[src/hdl/arh_pkg.sv]
// Shared types and constants for the auto-ranging histogram.
// No dependencies; imported by arh_div and auto_range_histogram_top.
package arh_pkg;

  localparam int SAMPLE_W    = 32;
  localparam int NUM_BINS    = 15;
  localparam int MAX_SAMPLES = 256;
  localparam int INDEX_W     = 6;
  localparam int COUNT_W     = 9;
  localparam int BIN_W       = $clog2(NUM_BINS);
  localparam int ADDR_W      = $clog2(MAX_SAMPLES);
  localparam int TOTAL_W     = $clog2(MAX_SAMPLES + 1);
  localparam int STEP_W      = $clog2(SAMPLE_W);

  localparam logic [COUNT_W-1:0] COUNT_MAX = '1;

  typedef struct packed {
    logic [SAMPLE_W-1:0] sample;
    logic                final_sample;
  } arh_sample_t;

  typedef struct packed {
    logic [INDEX_W-1:0] bin_index;
    logic [COUNT_W-1:0] bin_count;
    logic               last_bin;
  } arh_result_t;

  typedef enum logic [2:0] {
    S_LOAD,
    S_RANGE,
    S_WIDTH,
    S_READ,
    S_START,
    S_DIV,
    S_EMIT
  } arh_state_t;

endpackage

[src/hdl/arh_div.sv]
// Bit-serial restoring divider, one quotient bit per cycle.
// Depends on arh_pkg for SAMPLE_W and STEP_W.
module arh_div
  import arh_pkg::*;
(
  input  logic                clk,
  input  logic                rst,
  input  logic                start,
  input  logic [SAMPLE_W-1:0] dividend,
  input  logic [SAMPLE_W-1:0] divisor,
  output logic                done,
  output logic [SAMPLE_W-1:0] quotient
);

  logic                busy;
  logic [STEP_W-1:0]   step;
  logic [SAMPLE_W-1:0] rem;
  logic [SAMPLE_W-1:0] dsor;
  logic [SAMPLE_W-1:0] quo;
  logic [SAMPLE_W:0]   rem_shift;
  logic                fits;

  assign rem_shift = {rem, quo[SAMPLE_W-1]};
  assign fits      = rem_shift >= {1'b0, dsor};
  assign quotient  = quo;

  always_ff @(posedge clk) begin
    if (rst) begin
      busy <= 1'b0;
      done <= 1'b0;
      step <= '0;
    end else begin
      done <= 1'b0;
      if (start) begin
        busy <= 1'b1;
        step <= '0;
      end else if (busy) begin
        step <= step + 1'b1;
        if (step == STEP_W'(SAMPLE_W - 1)) begin
          busy <= 1'b0;
          done <= 1'b1;
        end
      end
    end
  end

  // datapath: no reset needed
  always_ff @(posedge clk) begin
    if (start) begin
      rem  <= '0;
      quo  <= dividend;
      dsor <= divisor;
    end else if (busy) begin
      if (fits) begin
        rem <= SAMPLE_W'(rem_shift - {1'b0, dsor});
      end else begin
        rem <= rem_shift[SAMPLE_W-1:0];
      end
      quo <= {quo[SAMPLE_W-2:0], fits};
    end
  end

endmodule
[config.mk]
export PLATFORM = sky130hd
export DESIGN_NAME = arh_div
export DESIGN_NICKNAME = d
export VERILOG_FILES = /design/src/hdl/arh_pkg.sv /design/src/hdl/arh_div.sv
export SDC_FILE = /design/constraint.sdc
export NUM_CORES = 1
export LEC_CHECK = 0
export BUFFER_PORTS_ARGS = -buffer_cell sky130_fd_sc_hd__buf_2
export CORE_MARGIN = 3
export CORE_UTILIZATION = 56
export CTS_BUF_LIST = sky130_fd_sc_hd__clkbuf_4 sky130_fd_sc_hd__clkbuf_8
export CTS_CLUSTER_SIZE = 14
export DETAILED_ROUTE_END_ITERATION = 10
export PLACE_DENSITY = 0.82
export SKIP_LAST_GASP = 1
export SLEW_MARGIN = 40
export SYNTH_ARGS = -nofsm -noshare
export SYNTH_HDL_FRONTEND = slang
export SYNTH_SLANG_ARGS = --single-unit
[constraint.sdc]
create_clock -name clk -period 7.2 [get_ports clk]
set_input_delay 1.44 -clock clk [delete_from_list [all_inputs] [get_ports clk]]
set_output_delay 1.44 -clock clk [all_outputs]
set_load 0.1 [all_outputs]
==> results.yml <==
status:
  status: "finished, final reports clean"
setup_path:
  required_ns: 7.43
  r2r_start: "dsor[1]"
  r2r-end: "rem[23]"
  start_kind: "register"
  rr_worst_depth: 11
  cp_data_arrival_time_ns: 3.42
  cp_max_fo: 37
  r2r_slack_ns: 4.01
  cp-end-kind: "register"
  crit_end: "rem[23]"
  crit_type: "reg2reg"
  crit_start: "dsor[1]"
drt:
  avgRoutedWirePerCell_um: 16.31
  viasPerCell: 5.699
  dr.pass1.iters: 5
  first_iter_violations: 246
  drc: 0
  routed_wl_um: 12790
  postRouteAntennaNets: 0
  vias: 4468
global_route:
  grt_remaining_overflow: 0
  grt.busiest_layer: "met2"
  grt_pass1_wl_um: 20360
  antenna_found_initial: 0
  grt_util_met2: 0.3690
  track_usage: 0.2229
  met3_usage: 0.06269
  grt_pass1_vias: 4456
  grt_max_degree: 57
  grt_util_met1: 0.2764
sta:
  clock_skew_ns: 0.01573
  fmax_ghz: 0.3133
  finalHoldViolations: 0
  worst_pin_slew_ns: 0.7756
  rsz0062_at_grt: "no"
  post-route-period-util: 0.4433
  fin_setup_tns_ns: 0
  finalWorstSetupSlack_ns: 4.008
  setup_viol: 0
  min_period_ns: 3.192
  slew_headroom: 0.4823
  slew_viol_final: 0
  hold_slack_ns: 0.4795
clock_tree:
  clk_latency_ns: 0.39
  cts_resized: 0
  path_clk_slew_ns: 0.10
  cts_hold_buf: 0
  postCtsSetupRepairBufs: 0
  cts_tree: "yes"
  cts.sink_count: 103
  root_buffer: "clkbuf_8"
  cts_buffer_depth: 2
  htree_levels: 3
  numCtsBuffers: 9
die:
  boundaryPins: 100
  die_w_um: 108.0
  initial_core_util: 0.5851
  rows: 36
  core_area_um2: 9955
  die_h_um: 108.0
  die_area_um2: 11660
synthesis:
  synth_edf_count: 64
  avgSynthCellArea_um2: 10.40
  synth_seq_cells: 103
  synth.distinct_cells: 54
  synthesis.area_um2: 5824
  syn_nets: 662
  async_flop_share: 0
  synth_warnings: 0
  ys_seq_area_frac: 0.4640
  yosys_most_used_dff: "edfxtp_1"
  synth_cells: 560
placed_design:
  place.gp.congestion: 0.9262
  port_buffers: 99
  dp_worst_setup_slack_ns: 3.958
  post-dp-hpwl_um: 9388
power_and_ir_drop:
  leakage_uw: 0.002713
  power_uw: 1432
  p_per_area_nw_per_um2: 217.3
  ir_drop_mv: 0.1879
layout:
  finalNetCount: 748
  insertedDiodeCount: 0
  drive_gt1_frac: 0.2473
  layout_commonest_cell: "buf_2"
  area.growth.synth_to_final_pct: 13.17
  final_cell_mix: "buf_2, edfxtp_1, nand2_1"
flow_run:
  cap_viol_max_count: 0
hold_path:
  hp-class: "reg2reg"
synthesized netlist by cell type, types with 2 or more instances:
master | n | share of area
o21ai_0 | 10 | 0.0086
a21o_1 | 7 | 0.0090
ha_1 | 34 | 0.073
dfxtp_1 | 39 | 0.13
nor2_1 | 29 | 0.019
nand2b_1 | 7 | 0.0075
xnor2_1 | 16 | 0.024
or3_1 | 5 | 0.0054
a211oi_1 | 17 | 0.022
nor2b_1 | 5 | 0.0054
inv_1 | 42 | 0.027
nand4_1 | 7 | 0.0075
nand2_1 | 51 | 0.033
xor2_1 | 15 | 0.023
edfxtp_1 | 64 | 0.33
o21ai_1 | 21 | 0.018
a211oi_2 | 3 | 0.0064
mux2i_1 | 24 | 0.041
mux2_2 | 32 | 0.062
buf_6 | 2 | 0.0039
o221ai_1 | 7 | 0.011
o211ai_1 | 4 | 0.0052
and3_1 | 4 | 0.0043
nor3_1 | 10 | 0.0086
a21oi_1 | 34 | 0.029
a31oi_1 | 3 | 0.0032
o31a_1 | 2 | 0.0030
and2_1 | 2 | 0.0021
clkbuf_1 | 22 | 0.014
nand3_1 | 9 | 0.0077
nor3b_1 | 2 | 0.0026
o21bai_1 | 4 | 0.0052
o21a_1 | 6 | 0.0077
through the flow:
step	instances	util	area, um^2
6_report	784	0.6621	6591
5_1_grt	784	0.6621	6591
4_1_cts	784	0.6619	6589
3_5_place_dp	768	0.6427	6397
3_3_place_gp	768	0.6417	6387
2_1_floorplan	560	-	5824
critical path, stage by stage, from the launching register on:
cell and delay [ns]:
edfxtp_1 0.44, inv_1 0.08, ha_1 0.23, nand2b_1 0.12
a211oi_2 0.11, o2111ai_2 0.27, nand3_2 0.14, a221oi_4 0.37
and3b_1 0.23, o31a_4 0.51, nand2_1 0.36, o221ai_1 0.17
report_power, final:
part           internal (uW)  total, uW  leakage (uW)  switching, uW
clock network            141        355     0.0000956            214
registers                675        696      0.000953           21.0
logic                    109        382       0.00166            273
total                    925       1430       0.00271            508
sequential cells by signal, indices dropped and copies added (netlist names):
signal / cells
busy: 1
done: 1
dsor: 32
quotient: 32
rem: 32
step: 5
worst min path at each step:
stage | from | to | slack [ns] | cells past startpoint
4_1_cts | rem[8] | rem[8] | 0.48 | 2
5_1_grt | rem[8] | rem[8] | 0.52 | 2
3_3_place_gp | rem[31] | rem[31] | 0.46 | 2
2_1_floorplan | rem[28] | rem[28] | 0.44 | 2
6_report | rem[8] | rem[8] | 0.48 | 2
3_5_place_dp | rem[8] | rem[8] | 0.46 | 2
final cells by class:
type                    count  area [um^2]
fillers                   807         3363
clock inverters             5        52.55
well taps                 133        166.4
inverters                  42        157.7
multi-input cells         389         2860
clock buffers              11        138.9
repair buffers            101        513.0
flip-flops and latches    103         2703
metal layers:
layer	routed length [um]	vias to the layer above	share of wire
met1	5501	2078	0.43
met4	302	0	0.024
met3	834	31	0.065
met5	0	-	0
li1	-	2208	-
met2	6148	151	0.48
cell families (layout without fill, tap and decap cells):
logic type | count (synthesis) | in the layout | synth area share
mux | 57 | 57 | 0.1057
buf+inv | 68 | 159 | 0.04726
fa+ha+maj | 35 | 35 | 0.07648
xor+xnor | 31 | 31 | 0.04662
flops | 103 | 103 | 0.4640
simple gates | 138 | 138 | 0.1132
compound gates | 128 | 128 | 0.1467
Power figures use the tool's default switching activity.
